[config.mk]
export PLATFORM = sky130hd
export DESIGN_NAME = json_string_unescape_utf8_unit
export DESIGN_NICKNAME = d
export VERILOG_FILES = /design/src/design/jsu_pkg.sv /design/src/design/jsu_front.sv /design/src/design/jsu_queue.sv /design/src/design/jsu_back.sv /design/src/design/json_string_unescape_utf8_unit.sv
export SDC_FILE = /design/constraint.sdc
export NUM_CORES = 1
export LEC_CHECK = 0
export BUFFER_PORTS_ARGS = -buffer_cell sky130_fd_sc_hd__buf_2
export CORE_MARGIN = 5
export CORE_UTILIZATION = 32
export CTS_CLUSTER_DIAMETER = 30
export DETAILED_ROUTE_END_ITERATION = 7
export HOLD_SLACK_MARGIN = 0.1
export SYNTH_ARGS = -nofsm -noshare
export SYNTH_HDL_FRONTEND = slang
export SYNTH_SLANG_ARGS = --single-unit
export TNS_END_PERCENT = 100
[constraint.sdc]
create_clock -name clk -period 11.95 [get_ports clk]
set_input_delay 2.39 -clock clk [delete_from_list [all_inputs] [get_ports clk]]
set_output_delay 2.39 -clock clk [all_outputs]
set_load 0.02 [all_outputs]
[src/design/jsu_pkg.sv]
// Shared types and constants of the JSON string unescape unit.
package jsu_pkg;

  typedef enum logic [3:0] {
    MODE_IDLE       = 4'd0,
    MODE_STR        = 4'd1,
    MODE_ESC        = 4'd2,
    MODE_HEX        = 4'd3,
    MODE_AFTER_HIGH = 4'd4,
    MODE_HIGH_ESC   = 4'd5,
    MODE_LOW_HEX    = 4'd6,
    MODE_COPY       = 4'd7
  } mode_t;

  localparam logic [1:0] STATUS_DATA = 2'd0;
  localparam logic [1:0] STATUS_DONE = 2'd1;
  localparam logic [1:0] STATUS_ERR  = 2'd2;

  localparam logic [7:0] CH_QUOTE  = 8'h22;
  localparam logic [7:0] CH_BSLASH = 8'h5C;
  localparam logic [7:0] CH_SLASH  = 8'h2F;
  localparam logic [7:0] CH_B      = 8'h62;
  localparam logic [7:0] CH_F      = 8'h66;
  localparam logic [7:0] CH_N      = 8'h6E;
  localparam logic [7:0] CH_R      = 8'h72;
  localparam logic [7:0] CH_T      = 8'h74;
  localparam logic [7:0] CH_U      = 8'h75;

  localparam logic [20:0] CP_REPLACEMENT = 21'h00FFFD;
  localparam logic [20:0] CP_SUPP_BASE   = 21'h010000;
  localparam logic [15:0] HIGH_SURR_LO   = 16'hD800;
  localparam logic [15:0] HIGH_SURR_HI   = 16'hDBFF;
  localparam logic [15:0] LOW_SURR_LO    = 16'hDC00;
  localparam logic [15:0] LOW_SURR_HI    = 16'hDFFF;

  // One piece of output: a code point to encode, or a raw byte in cp[7:0].
  typedef struct packed {
    logic        en;
    logic        raw;
    logic [20:0] cp;
  } slot_t;

  // Work for one input byte: up to two pieces, then an optional end event.
  typedef struct packed {
    slot_t      a;
    slot_t      b;
    logic [1:0] evt;
  } job_t;

  typedef struct packed {
    logic [2:0]      len;
    logic [3:0][7:0] bytes;
  } enc_t;

endpackage

[src/design/jsu_front.sv]
// Front end: string parser state machine that turns accepted text bytes into jobs.
module jsu_front (
  input  logic             clk,
  input  logic             rst_n,
  input  logic             in_accept,
  input  logic [7:0]       in_text_byte,
  input  logic [1:0]       in_bytes_after,
  output logic             job_push,
  output jsu_pkg::job_t    job
);

  jsu_pkg::mode_t mode_r, mode_nxt;
  logic [15:0]    hex_value_r, hex_value_nxt;
  logic [1:0]     hex_count_r, hex_count_nxt;
  logic [9:0]     high_half_r, high_half_nxt;
  logic [1:0]     copy_left_r, copy_left_nxt;

  jsu_pkg::mode_t sb_mode;
  logic [1:0]     sb_copy;
  logic [1:0]     sb_evt;
  jsu_pkg::slot_t sb_slot;

  jsu_pkg::mode_t esc_mode;
  logic           esc_hex_start;
  logic [1:0]     esc_evt;
  jsu_pkg::slot_t esc_slot;

  logic           dig_ok;
  logic [3:0]     dig_val;
  logic [15:0]    hex_acc;
  logic [1:0]     need;

  jsu_pkg::mode_t st_mode;
  logic [1:0]     st_copy;
  logic [15:0]    st_hex;
  logic [1:0]     st_cnt;
  logic [9:0]     st_high;
  logic [1:0]     evt;
  logic           skip;
  jsu_pkg::slot_t sl_a, sl_b;

  // Hex digit decode
  always_comb begin
    dig_ok  = 1'b1;
    dig_val = 4'd0;
    if (in_text_byte >= 8'h30 && in_text_byte <= 8'h39) begin
      dig_val = in_text_byte[3:0];
    end else if ((in_text_byte >= 8'h61 && in_text_byte <= 8'h66) ||
                 (in_text_byte >= 8'h41 && in_text_byte <= 8'h46)) begin
      dig_val = in_text_byte[3:0] + 4'd9;
    end else begin
      dig_ok = 1'b0;
    end
  end

  assign hex_acc = {hex_value_r[11:0], dig_val};

  // Plain string byte: close, escape, raw copy or replacement
  always_comb begin
    sb_mode = jsu_pkg::MODE_STR;
    sb_copy = 2'd0;
    sb_evt  = jsu_pkg::STATUS_DATA;
    sb_slot = '0;
    if (!in_text_byte[7]) begin
      need = 2'd0;
    end else if (in_text_byte[7:5] == 3'b110) begin
      need = 2'd1;
    end else if (in_text_byte[7:4] == 4'b1110) begin
      need = 2'd2;
    end else begin
      need = 2'd3;
    end
    if (in_text_byte == jsu_pkg::CH_QUOTE) begin
      sb_evt = jsu_pkg::STATUS_DONE;
    end else if (in_text_byte == jsu_pkg::CH_BSLASH) begin
      sb_mode = jsu_pkg::MODE_ESC;
    end else if (need == 2'd0) begin
      sb_slot = '{en: 1'b1, raw: 1'b1, cp: {13'd0, in_text_byte}};
    end else if (need > in_bytes_after) begin
      sb_slot = '{en: 1'b1, raw: 1'b0, cp: jsu_pkg::CP_REPLACEMENT};
    end else begin
      sb_slot = '{en: 1'b1, raw: 1'b1, cp: {13'd0, in_text_byte}};
      sb_copy = need;
      sb_mode = jsu_pkg::MODE_COPY;
    end
  end

  // Escape letter after a backslash
  always_comb begin
    logic [7:0] ch;
    logic       hit;
    ch            = 8'd0;
    hit           = 1'b1;
    esc_mode      = jsu_pkg::MODE_STR;
    esc_hex_start = 1'b0;
    esc_evt       = jsu_pkg::STATUS_DATA;
    unique case (in_text_byte)
      jsu_pkg::CH_QUOTE:  ch = jsu_pkg::CH_QUOTE;
      jsu_pkg::CH_BSLASH: ch = jsu_pkg::CH_BSLASH;
      jsu_pkg::CH_SLASH:  ch = jsu_pkg::CH_SLASH;
      jsu_pkg::CH_B:      ch = 8'h08;
      jsu_pkg::CH_F:      ch = 8'h0C;
      jsu_pkg::CH_N:      ch = 8'h0A;
      jsu_pkg::CH_R:      ch = 8'h0D;
      jsu_pkg::CH_T:      ch = 8'h09;
      jsu_pkg::CH_U: begin
        hit           = 1'b0;
        esc_mode      = jsu_pkg::MODE_HEX;
        esc_hex_start = 1'b1;
      end
      default: begin
        hit     = 1'b0;
        esc_evt = jsu_pkg::STATUS_ERR;
      end
    endcase
    esc_slot = '{en: hit, raw: 1'b1, cp: {13'd0, ch}};
  end

  // Next state and job contents
  always_comb begin
    st_mode = mode_r;
    st_copy = copy_left_r;
    st_hex  = hex_value_r;
    st_cnt  = hex_count_r;
    st_high = high_half_r;
    evt     = jsu_pkg::STATUS_DATA;
    skip    = 1'b0;
    sl_a    = '0;
    sl_b    = '0;
    unique case (mode_r) inside
      jsu_pkg::MODE_STR: begin
        st_mode = sb_mode;
        st_copy = sb_copy;
        evt     = sb_evt;
        sl_a    = sb_slot;
      end
      jsu_pkg::MODE_ESC: begin
        st_mode = esc_mode;
        evt     = esc_evt;
        sl_a    = esc_slot;
        if (esc_hex_start) begin
          st_hex = 16'd0;
          st_cnt = 2'd0;
        end
      end
      jsu_pkg::MODE_HEX, jsu_pkg::MODE_LOW_HEX: begin
        if (!dig_ok) begin
          evt = jsu_pkg::STATUS_ERR;
        end else begin
          st_hex = hex_acc;
          st_cnt = hex_count_r + 2'd1;
          if (hex_count_r == 2'd3) begin
            st_mode = jsu_pkg::MODE_STR;
            if (mode_r == jsu_pkg::MODE_HEX) begin
              if (hex_acc >= jsu_pkg::HIGH_SURR_LO && hex_acc <= jsu_pkg::HIGH_SURR_HI) begin
                // Hold the high half until the next escape
                st_high = hex_acc[9:0];
                st_mode = jsu_pkg::MODE_AFTER_HIGH;
              end else if (hex_acc >= jsu_pkg::LOW_SURR_LO &&
                           hex_acc <= jsu_pkg::LOW_SURR_HI) begin
                sl_a = '{en: 1'b1, raw: 1'b0, cp: jsu_pkg::CP_REPLACEMENT};
              end else begin
                sl_a = '{en: 1'b1, raw: 1'b0, cp: {5'd0, hex_acc}};
              end
            end else if (hex_acc >= jsu_pkg::LOW_SURR_LO &&
                         hex_acc <= jsu_pkg::LOW_SURR_HI) begin
              sl_a = '{en: 1'b1, raw: 1'b0,
                       cp: jsu_pkg::CP_SUPP_BASE + {1'b0, high_half_r, hex_acc[9:0]}};
            end else begin
              sl_a = '{en: 1'b1, raw: 1'b0, cp: jsu_pkg::CP_REPLACEMENT};
              sl_b = '{en: 1'b1, raw: 1'b0, cp: {5'd0, hex_acc}};
            end
          end
        end
      end
      jsu_pkg::MODE_AFTER_HIGH: begin
        if (in_text_byte == jsu_pkg::CH_BSLASH) begin
          st_mode = jsu_pkg::MODE_HIGH_ESC;
        end else begin
          sl_a    = '{en: 1'b1, raw: 1'b0, cp: jsu_pkg::CP_REPLACEMENT};
          sl_b    = sb_slot;
          st_mode = sb_mode;
          st_copy = sb_copy;
          evt     = sb_evt;
        end
      end
      jsu_pkg::MODE_HIGH_ESC: begin
        if (in_text_byte == jsu_pkg::CH_U) begin
          st_mode = jsu_pkg::MODE_LOW_HEX;
          st_hex  = 16'd0;
          st_cnt  = 2'd0;
        end else begin
          sl_a    = '{en: 1'b1, raw: 1'b0, cp: jsu_pkg::CP_REPLACEMENT};
          sl_b    = esc_slot;
          st_mode = esc_mode;
          evt     = esc_evt;
        end
      end
      jsu_pkg::MODE_COPY: begin
        sl_a    = '{en: 1'b1, raw: 1'b1, cp: {13'd0, in_text_byte}};
        st_copy = copy_left_r - 2'd1;
        if (copy_left_r == 2'd1) begin
          st_mode = jsu_pkg::MODE_STR;
        end
      end
      default: begin
        // Idle: wait for the opening quote, drop anything else
        st_mode = jsu_pkg::MODE_IDLE;
        if (in_text_byte == jsu_pkg::CH_QUOTE) begin
          st_mode = jsu_pkg::MODE_STR;
        end else begin
          skip = 1'b1;
        end
      end
    endcase

    if (!skip && evt == jsu_pkg::STATUS_DATA && in_bytes_after == 2'd0) begin
      evt = jsu_pkg::STATUS_ERR;
    end
    if (evt == jsu_pkg::STATUS_ERR) begin
      sl_a = '0;
      sl_b = '0;
    end
  end

  always_comb begin
    mode_nxt      = mode_r;
    copy_left_nxt = copy_left_r;
    hex_value_nxt = hex_value_r;
    hex_count_nxt = hex_count_r;
    high_half_nxt = high_half_r;
    if (in_accept) begin
      if (evt != jsu_pkg::STATUS_DATA) begin
        mode_nxt      = jsu_pkg::MODE_IDLE;
        copy_left_nxt = 2'd0;
        hex_value_nxt = 16'd0;
        hex_count_nxt = 2'd0;
        high_half_nxt = 10'd0;
      end else begin
        mode_nxt      = st_mode;
        copy_left_nxt = st_copy;
        hex_value_nxt = st_hex;
        hex_count_nxt = st_cnt;
        high_half_nxt = st_high;
      end
    end
  end

  always_ff @(posedge clk) begin
    if (!rst_n) begin
      mode_r      <= jsu_pkg::MODE_IDLE;
      copy_left_r <= 2'd0;
      hex_value_r <= 16'd0;
      hex_count_r <= 2'd0;
      high_half_r <= 10'd0;
    end else begin
      mode_r      <= mode_nxt;
      copy_left_r <= copy_left_nxt;
      hex_value_r <= hex_value_nxt;
      hex_count_r <= hex_count_nxt;
      high_half_r <= high_half_nxt;
    end
  end

  assign job      = '{a: sl_a, b: sl_b, evt: evt};
  assign job_push = in_accept && (sl_a.en || sl_b.en || evt != jsu_pkg::STATUS_DATA);

endmodule

[src/design/jsu_queue.sv]
// Job queue between the parser and the output serializer.
module jsu_queue #(
  parameter int DEPTH = 4
) (
  input  logic          clk,
  input  logic          rst_n,
  input  logic          push,
  input  jsu_pkg::job_t push_job,
  input  logic          pop,
  output logic          full,
  output logic          nonempty,
  output jsu_pkg::job_t head
);

  localparam int PW = (DEPTH > 1) ? $clog2(DEPTH) : 1;
  localparam int CW = $clog2(DEPTH + 1);
  localparam logic [PW-1:0] LAST_PTR = PW'(DEPTH - 1);
  localparam logic [CW-1:0] FULL_CNT = CW'(DEPTH);

  jsu_pkg::job_t  mem_r [DEPTH];
  logic [PW-1:0]  wr_ptr_r, wr_ptr_nxt;
  logic [PW-1:0]  rd_ptr_r, rd_ptr_nxt;
  logic [CW-1:0]  count_r, count_nxt;
  logic           do_push, do_pop;

  assign full     = (count_r == FULL_CNT);
  assign nonempty = (count_r != '0);
  assign head     = mem_r[rd_ptr_r];
  assign do_push  = push && !full;
  assign do_pop   = pop && nonempty;

  always_comb begin
    wr_ptr_nxt = wr_ptr_r;
    rd_ptr_nxt = rd_ptr_r;
    count_nxt  = count_r;
    if (do_push) begin
      wr_ptr_nxt = (wr_ptr_r == LAST_PTR) ? '0 : wr_ptr_r + 1'b1;
    end
    if (do_pop) begin
      rd_ptr_nxt = (rd_ptr_r == LAST_PTR) ? '0 : rd_ptr_r + 1'b1;
    end
    if (do_push && !do_pop) begin
      count_nxt = count_r + 1'b1;
    end else if (do_pop && !do_push) begin
      count_nxt = count_r - 1'b1;
    end
  end

  always_ff @(posedge clk) begin
    if (do_push) begin
      mem_r[wr_ptr_r] <= push_job;
    end
  end

  always_ff @(posedge clk) begin
    if (!rst_n) begin
      wr_ptr_r <= '0;
      rd_ptr_r <= '0;
      count_r  <= '0;
    end else begin
      wr_ptr_r <= wr_ptr_nxt;
      rd_ptr_r <= rd_ptr_nxt;
      count_r  <= count_nxt;
    end
  end

endmodule

[src/design/jsu_back.sv]
// Back end: encodes a job to UTF-8 and sends its results one per transfer.
module jsu_back (
  input  logic          clk,
  input  logic          rst_n,
  input  logic          job_avail,
  input  jsu_pkg::job_t job,
  output logic          job_pop,
  output logic          out_valid,
  input  logic          out_stall,
  output logic [7:0]    out_byte,
  output logic [1:0]    out_status,
  output logic          out_last_of_item
);

  function automatic jsu_pkg::enc_t encode(input jsu_pkg::slot_t s);
    jsu_pkg::enc_t e;
    e = '0;
    if (!s.en) begin
      e.len = 3'd0;
    end else if (s.raw || s.cp < 21'h80) begin
      e.len      = 3'd1;
      e.bytes[0] = s.cp[7:0];
    end else if (s.cp < 21'h800) begin
      e.len      = 3'd2;
      e.bytes[0] = {3'b110, s.cp[10:6]};
      e.bytes[1] = {2'b10, s.cp[5:0]};
    end else if (s.cp < 21'h10000) begin
      e.len      = 3'd3;
      e.bytes[0] = {4'b1110, s.cp[15:12]};
      e.bytes[1] = {2'b10, s.cp[11:6]};
      e.bytes[2] = {2'b10, s.cp[5:0]};
    end else begin
      e.len      = 3'd4;
      e.bytes[0] = {5'b11110, s.cp[20:18]};
      e.bytes[1] = {2'b10, s.cp[17:12]};
      e.bytes[2] = {2'b10, s.cp[11:6]};
      e.bytes[3] = {2'b10, s.cp[5:0]};
    end
    return e;
  endfunction

  logic          busy_r, busy_nxt;
  logic [2:0]    idx_r, idx_nxt;
  logic [2:0]    ndata_r, ndata_nxt;
  logic [2:0]    total_r, total_nxt;
  logic [1:0]    evt_r, evt_nxt;
  logic [7:0]    bytes_r [6];
  logic [7:0]    bytes_nxt [6];
  jsu_pkg::enc_t enc_a, enc_b;
  logic          xfer, last, advance;

  assign enc_a = encode(job.a);
  assign enc_b = encode(job.b);

  // Lay out the pieces back to back
  always_comb begin
    logic [2:0] j;
    for (int i = 0; i < 6; i++) begin
      j = 3'(i) - enc_a.len;
      if (3'(i) < enc_a.len) begin
        bytes_nxt[i] = enc_a.bytes[i[1:0]];
      end else begin
        bytes_nxt[i] = enc_b.bytes[j[1:0]];
      end
    end
  end

  assign out_valid = busy_r;
  assign last      = (idx_r == total_r - 3'd1);
  assign xfer      = busy_r && !out_stall;
  assign advance   = !busy_r || (xfer && last);
  assign job_pop   = advance && job_avail;

  always_comb begin
    busy_nxt  = busy_r;
    idx_nxt   = idx_r;
    ndata_nxt = ndata_r;
    total_nxt = total_r;
    evt_nxt   = evt_r;
    if (advance) begin
      busy_nxt = job_avail;
      idx_nxt  = 3'd0;
      if (job_avail) begin
        ndata_nxt = enc_a.len + enc_b.len;
        total_nxt = enc_a.len + enc_b.len + {2'd0, job.evt != jsu_pkg::STATUS_DATA};
        evt_nxt   = job.evt;
      end
    end else if (xfer) begin
      idx_nxt = idx_r + 3'd1;
    end
  end

  always_ff @(posedge clk) begin
    if (!rst_n) begin
      busy_r  <= 1'b0;
      idx_r   <= 3'd0;
      ndata_r <= 3'd0;
      total_r <= 3'd0;
      evt_r   <= jsu_pkg::STATUS_DATA;
    end else begin
      busy_r  <= busy_nxt;
      idx_r   <= idx_nxt;
      ndata_r <= ndata_nxt;
      total_r <= total_nxt;
      evt_r   <= evt_nxt;
    end
  end

  always_ff @(posedge clk) begin
    if (job_pop) begin
      bytes_r <= bytes_nxt;
    end
  end

  always_comb begin
    if (idx_r < ndata_r) begin
      out_byte   = bytes_r[idx_r];
      out_status = jsu_pkg::STATUS_DATA;
    end else begin
      out_byte   = 8'd0;
      out_status = evt_r;
    end
  end

  assign out_last_of_item = last;

endmodule

[src/design/json_string_unescape_utf8_unit.sv]
// Top level of the JSON string unescape unit: parser, job queue, UTF-8 serializer.
// Feeds one quoted JSON string a byte per transfer, opening quote first, and
// returns its decoded UTF-8 bytes one per transfer, then a done or error result
// (last_of_item marks the final result of each input byte). An input byte is
// taken every cycle while the job queue has room; each byte produces zero to six
// results, and the serializer sends one result per cycle while out_stall is low,
// so bytes that expand to several results (escapes, surrogate pairs, replacement
// characters) are absorbed by the QUEUE_DEPTH-entry queue and stall the input
// only when it fills; jobs are queued, then loaded into the serializer registers.
module json_string_unescape_utf8_unit #(
  parameter int QUEUE_DEPTH = 4
) (
  input  logic       clk,
  input  logic       rst_n,
  input  logic       in_valid,
  output logic       in_stall,
  input  logic [7:0] in_text_byte,
  input  logic [1:0] in_bytes_after,
  output logic       out_valid,
  input  logic       out_stall,
  output logic [7:0] out_byte,
  output logic [1:0] out_status,
  output logic       out_last_of_item
);

  logic          in_accept;
  logic          job_push;
  jsu_pkg::job_t push_job;
  logic          job_pop;
  logic          q_full;
  logic          q_nonempty;
  jsu_pkg::job_t head_job;

  assign in_stall  = q_full;
  assign in_accept = in_valid && !q_full;

  jsu_front u_front (
    .clk            (clk),
    .rst_n          (rst_n),
    .in_accept      (in_accept),
    .in_text_byte   (in_text_byte),
    .in_bytes_after (in_bytes_after),
    .job_push       (job_push),
    .job            (push_job)
  );

  jsu_queue #(
    .DEPTH (QUEUE_DEPTH)
  ) u_queue (
    .clk      (clk),
    .rst_n    (rst_n),
    .push     (job_push),
    .push_job (push_job),
    .pop      (job_pop),
    .full     (q_full),
    .nonempty (q_nonempty),
    .head     (head_job)
  );

  jsu_back u_back (
    .clk              (clk),
    .rst_n            (rst_n),
    .job_avail        (q_nonempty),
    .job              (head_job),
    .job_pop          (job_pop),
    .out_valid        (out_valid),
    .out_stall        (out_stall),
    .out_byte         (out_byte),
    .out_status       (out_status),
    .out_last_of_item (out_last_of_item)
  );

endmodule

==> flow_summary.toml, run 1 <==
[yosys]
syn_avg_cell_area_um2 = 11.9
syn_area_um2 = 13400
synth_fp_nets = 1165
synthCells = 1127
synth_top_area_share = 0.492
synth_edf_count = 220
synth.top_cells.by_count = "edfxtp_1, nor2_1, nand2_1"
yosysWarnings = 0
synth_ff_type = "edfxtp_1"
yosysMostFrequentCell = "edfxtp_1"
async_flop_share = 0
ys_seq_elements = 270
ys_seq_area_frac = 0.566
netlist_top_cells_area = "edfxtp_1, mux4_2, dfxtp_1"
yosysUniqueCellTypes = 77
yosysTopAreaCell = "edfxtp_1"

[place]
dp_slack_ps = 4610
hpwl_mm = 23.3
gp_congestion = 0.908
portBuffers = 26

[clock_tree]
clock-sinks = 270
cts_max_path_buffers = 3
numCtsBuffers = 51
clk_pin_slew_worst_paths_ps = 50
hold_buffers = 0
cts_resized = 0
tritoncts = "done"
clockRootBuffer = "clkbuf_16"
h-tree-depth = 2
postCtsSetupRepairBufs = 0
insertion_delay_ps = 550

[global_route]
grt_util_all_layers = 0.146
grt_pass1_vias = 9223
grt_max_degree = 54
grt_pass1_wl_mm = 54.4
antenna_found_initial = 0
grt_overflow_total = 0

[final_layout]
fin_nets = 1191
multi_input_area_um2 = 5440
diodes = 0
drive_above_1_share = 0.180
final-seq-area_um2 = 7610
area_delta_synth_final_pct = 17.2
n_fill_cell = 3997
fin_util = 0.377

[sta]
hold_viol = 0
rsz0062_at_grt = "false"
slew_viol_final = 0
period_needed_ps = 6850
tns_ps = 0
min_period_over_period = 0.573
relSlewSlack = 0.276
finalSetupViolCount = 0
worst_clock_skew_ps = 19.8
layout_setup_ws_ps = 5100
clock.fmax_ghz = 0.146
holdWs_ps = 462
worstMarginPinSlew_ps = 1080

[drt]
drt-wirelength-per-cell_um = 19.7
routed_via_density = 5.36
drtIter0Drc = 838
ant_nets = 0
wirelength_mm = 34.1
drt-pass1-iter-count = 5
vias = 9284
drc = 0

[flow_run]
drv_cap = 0

[worst_setup_path]
worstPathRequired_ps = 12410
crit_path_start_kind = "input port"
crit_fanout = 15
critPathKind = "input port to register"
cp.arrival_ps = 7310
cp-end-kind = "register"

[die]
die_h_um = 215
initial_utilization = 0.322
dieArea_um2 = 46200
core_area_um2 = 41800
io_pins = 27
die_x_um = 215
rows = 75

[power]
powerDensity_nw_per_um2 = 227
totalPowerFinal_mw = 3.57
ir_worst_vdd_mv = 0.138
leakagePower_nw = 5.20

[outcome]
status = "finished clean"

[min_path]
hp-class = "register to register"
## registers in the layout (all words and copies together) (netlist names), named ones only
register             flops
u_front.hex_value_r     12
u_front.mode_r           3
u_queue.count_r          3
u_back.ndata_r           3
u_front.copy_left_r      2
u_queue.wr_ptr_r         2
u_back.evt_r             2
u_queue.mem_r          172
u_front.high_half_r     10
u_back.total_r           3
u_back.bytes_r          48
u_queue.rd_ptr_r         2
u_back.out_valid         1
u_front.hex_count_r      2
u_back.idx_r             3
## report_power, final
group / switching [mW] / internal, mW / leakage (nW)
Clock: 0.483 / 0.918 / 0.828
Sequential: 0.0362 / 1.18 / 2.40
Combinational: 0.602 / 0.356 / 1.96
## layout by cell type (no fill, tap or decap), drive strengths merged, types with 8 or more instances in the layout
cell type	n
mux4	48
clkinv	18
ha	22
dfxtp	50
and2	16
buf	39
or3	8
or2	9
a211oi	10
a21oi	84
clkbuf	54
nor3	23
mux2	13
a21o	9
a31oi	17
inv	36
o21ai	77
mux2i	30
a22oi	12
xor2	9
edfxtp	220
nand3	48
o211ai	13
nor2	103
nor2b	11
nand2	103
nand2b	8
## path summary, 6_finish.rpt
check	slack (ps)	cells after the start	from	end
worst max-delay path	5100	16	in_text_byte[1]	u_queue.count_r[2]$_SDFFE_PN0P_
worst min-delay path	460	2	u_back.total_r[1]$_SDFFE_PN0P_	u_back.total_r[1]$_SDFFE_PN0P_
worst max register to register	7000	14	register	u_back.total_r[2]$_SDFFE_PN0P_
worst min register to register	460	2	u_back.total_r[1]$_SDFFE_PN0P_	u_back.total_r[1]$_SDFFE_PN0P_
## logic make-up after synthesis
| family | after synthesis | share of synthesized area |
|---|---|---|
| simple gates | 361 | 0.129 |
| compound gates | 274 | 0.127 |
| flops | 270 | 0.566 |
| buf+inv | 92 | 0.0300 |
| mux | 91 | 0.114 |
| fa+ha+maj | 24 | 0.0235 |
| xor+xnor | 15 | 0.00978 |
## metal layers
metal  part of all wire  global-route usage  routed length (µm)
met2               0.46               0.233               15800
met4              0.023              0.0432                 782
met5                  0                   0                   0
met3              0.060              0.0250                2060
met1               0.45               0.207               15400
## worst max-delay path: stages
cell and delay, ps:
buf_2 150, inv_1 120, ha_1 230, o21bai_1 90, a2111oi_2 840, o21ai_0 490
nor3b_2 770, a2111oi_0 210, nor2_1 320, o21a_1 330, ha_1 250, inv_1 70
fa_1 430, xor2_1 160, or3_1 310, a21oi_1 150
## layout make-up
cell class | count | share of cell area
clock buffer | 54 | 0.0818
multi-input combinational | 765 | 0.345
inverter | 26 | 0.00620
clock inverter | 38 | 0.0265
timing repair buffer | 39 | 0.0145
tap | 539 | 0.0428
sequential | 270 | 0.483
## through the flow
step / std cells / instance area (µm²)
finish: 1731 / 15700
global route: 1731 / 15700
CTS: 1731 / 15700
detailed placement: 1639 / 14000
global placement: 1639 / 14000
floorplan: 1127 / 13400
No activity file was read; power rests on OpenSTA's default activity.
==> run 2, diff against run 1 <==
Clock period 11.95 ns to 6.55 ns, I/O delays scaled along.
==> run 2 against run 1 <==
Sequential share of layout area is 0.99 points lower. Via count up 1.6%. Final cell count is 1.2% higher. Critical path depth grew 1. Clock power rose by 110%. Clock skew is 0.91 ps higher. Register-to-register slack worse by 5400 ps. Largest cell class unchanged.
==> flow_summary.toml, run 2 (same netlist as run 1, synthesis figures left out) <==
[place]
gp_congestion = 0.891
dp_slack_ps = 738
hpwl_mm = 24.0
postPlaceCellArea_um2 = 14100
dp_cells = 1644
portBuffers = 26

[outcome]
status = "finished clean"

[die]
io_pins = 27
rows = 75
die_x_um = 215
initial_utilization = 0.322
core_area_um2 = 41800
dieArea_um2 = 46200
die_h_um = 215

[sta]
rsz0062_at_grt = "false"
hold_viol = 0
tns_ps = 0
worst_clock_skew_ps = 20.8
slew_viol_final = 0
worstMarginPinSlew_ps = 981
clock.fmax_ghz = 0.190
period_needed_ps = 5270
relSlewSlack = 0.345
layout_setup_ws_ps = 1280
finalSetupViolCount = 0
min_period_over_period = 0.805

[clock_tree]
clockRootBuffer = "clkbuf_16"
postCtsSetupRepairBufs = 0
clk_pin_slew_worst_paths_ps = 50
clock-sinks = 270
cts_max_path_buffers = 3
hold_buffers = 0
h-tree-depth = 2
cts_resized = 0
numCtsBuffers = 57
insertion_delay_ps = 560
tritoncts = "done"

[worst_setup_path]
path_depth = 17
crit_family = "compound AO/OA/AOI/OAI gates"
crit_fanout = 15
cp_slowest_stage_delay_ps = 810
cp_slowest_cell = "a2111oi_2"
cp-end-kind = "register"
crit_buf_inv = 4
r2r_cells = 13
crit_path_start_kind = "input port"
path_cells = "buf_2 > inv_1 > ha_1 > o21bai_1 > a2111oi_2 > o21ai_0 > nor3b_2 > buf_4 > a2111oi_0 > nor2_1 > o21a_1 > ha_1 > inv_1 > fa_1 > xor2_1 > or3_1 > a21oi_1"
cp.arrival_ps = 5730
worstPathRequired_ps = 7010
critPathKind = "input port to register"

[min_path]
min_path_cells = 2
hp-class = "register to register"

[final_layout]
final_common_cell = "edfxtp_1"
fin_nets = 1202
diodes = 0
area_delta_synth_final_pct = 19.7
largest_reg_flops = 172
reg.largest.list = "u_queue.mem_r x172, u_back.bytes_r x48, u_front.hex_value_r x12"
layout.cell_area.non_filler_um2 = 16100
drive_above_1_share = 0.193
top_register = "u_queue.mem_r"
layout_common_cells = "edfxtp_1, nor2_1, nand2_1"
final_cells = 1751

[global_route]
grt_pass1_wl_mm = 54.6
antenna_found_initial = 0
grt_util_all_layers = 0.147
grt_overflow_total = 0
grt_pass1_vias = 9499
grt_max_degree = 54

[drt]
wirelength_mm = 34.2
drc = 0
drt-wirelength-per-cell_um = 19.6
vias = 9436
routed_via_density = 5.39
ant_nets = 0
drtIter0Drc = 860
drt-pass1-iter-count = 5

[power]
leakagePower_nw = 5.35
ir_worst_vdd_mv = 0.214
powerDensity_nw_per_um2 = 428

[flow_run]
drv_cap = 0
==> run 2: worst register-to-register path: cells and delay by family, from the launching register on <==
family	cells	cell delay, ps
buffers and inverters	3	490
DFF	1	920
and+or+nand+nor	3	1000
AOI/OAI and AO/OA	1	680
muxes	2	760
xor gates and xnor gates	1	130
adders and majority gates	3	850
==> run 2: worst paths after layout <==
kind | startpoint | to | slack, ps
setup / recovery | in_text_byte[1] | u_queue.count_r[2]$_SDFFE_PN0P_ | 1280
hold / removal | u_back.total_r[1]$_SDFFE_PN0P_ | u_back.total_r[1]$_SDFFE_PN0P_ | 460
setup reg to reg | register | u_back.total_r[2]$_SDFFE_PN0P_ | 1650
hold reg to reg | u_back.total_r[1]$_SDFFE_PN0P_ | u_back.total_r[1]$_SDFFE_PN0P_ | 460
==> run 2: layout make-up <==
class                      instances  area, µm²
clock inverter                    43        522
tap                              539        674
timing repair buffer              44        265
fill                            3938      25700
clock buffer                      64       1470
sequential                       270       7610
multi-input combinational        765       5440
inverter                          26       97.6
==> run 2: through the flow <==
stage                      util  hold slack (ps)  total power [mW]
after CTS                 0.385              461              6.94
after global placement    0.337              448              3.99
after floorplan               -              436              3.55
final                     0.385              461              6.89
after detailed placement  0.337              455              4.01
after global routing      0.385              483              7.23
==> run 2: where the power goes <==
group / switching [mW] / total (mW) / internal (mW)
clock: 0.929 / 2.91 / 1.98
combinational: 1.05 / 1.71 / 0.660
sequential: 0.118 / 2.27 / 2.15
==> run 2: metal layers <==
layer / part of all wire / GRT usage
met2: 0.45 / 0.228
met4: 0.038 / 0.0580
met1: 0.45 / 0.205
met5: 0 / 0
met3: 0.056 / 0.0266
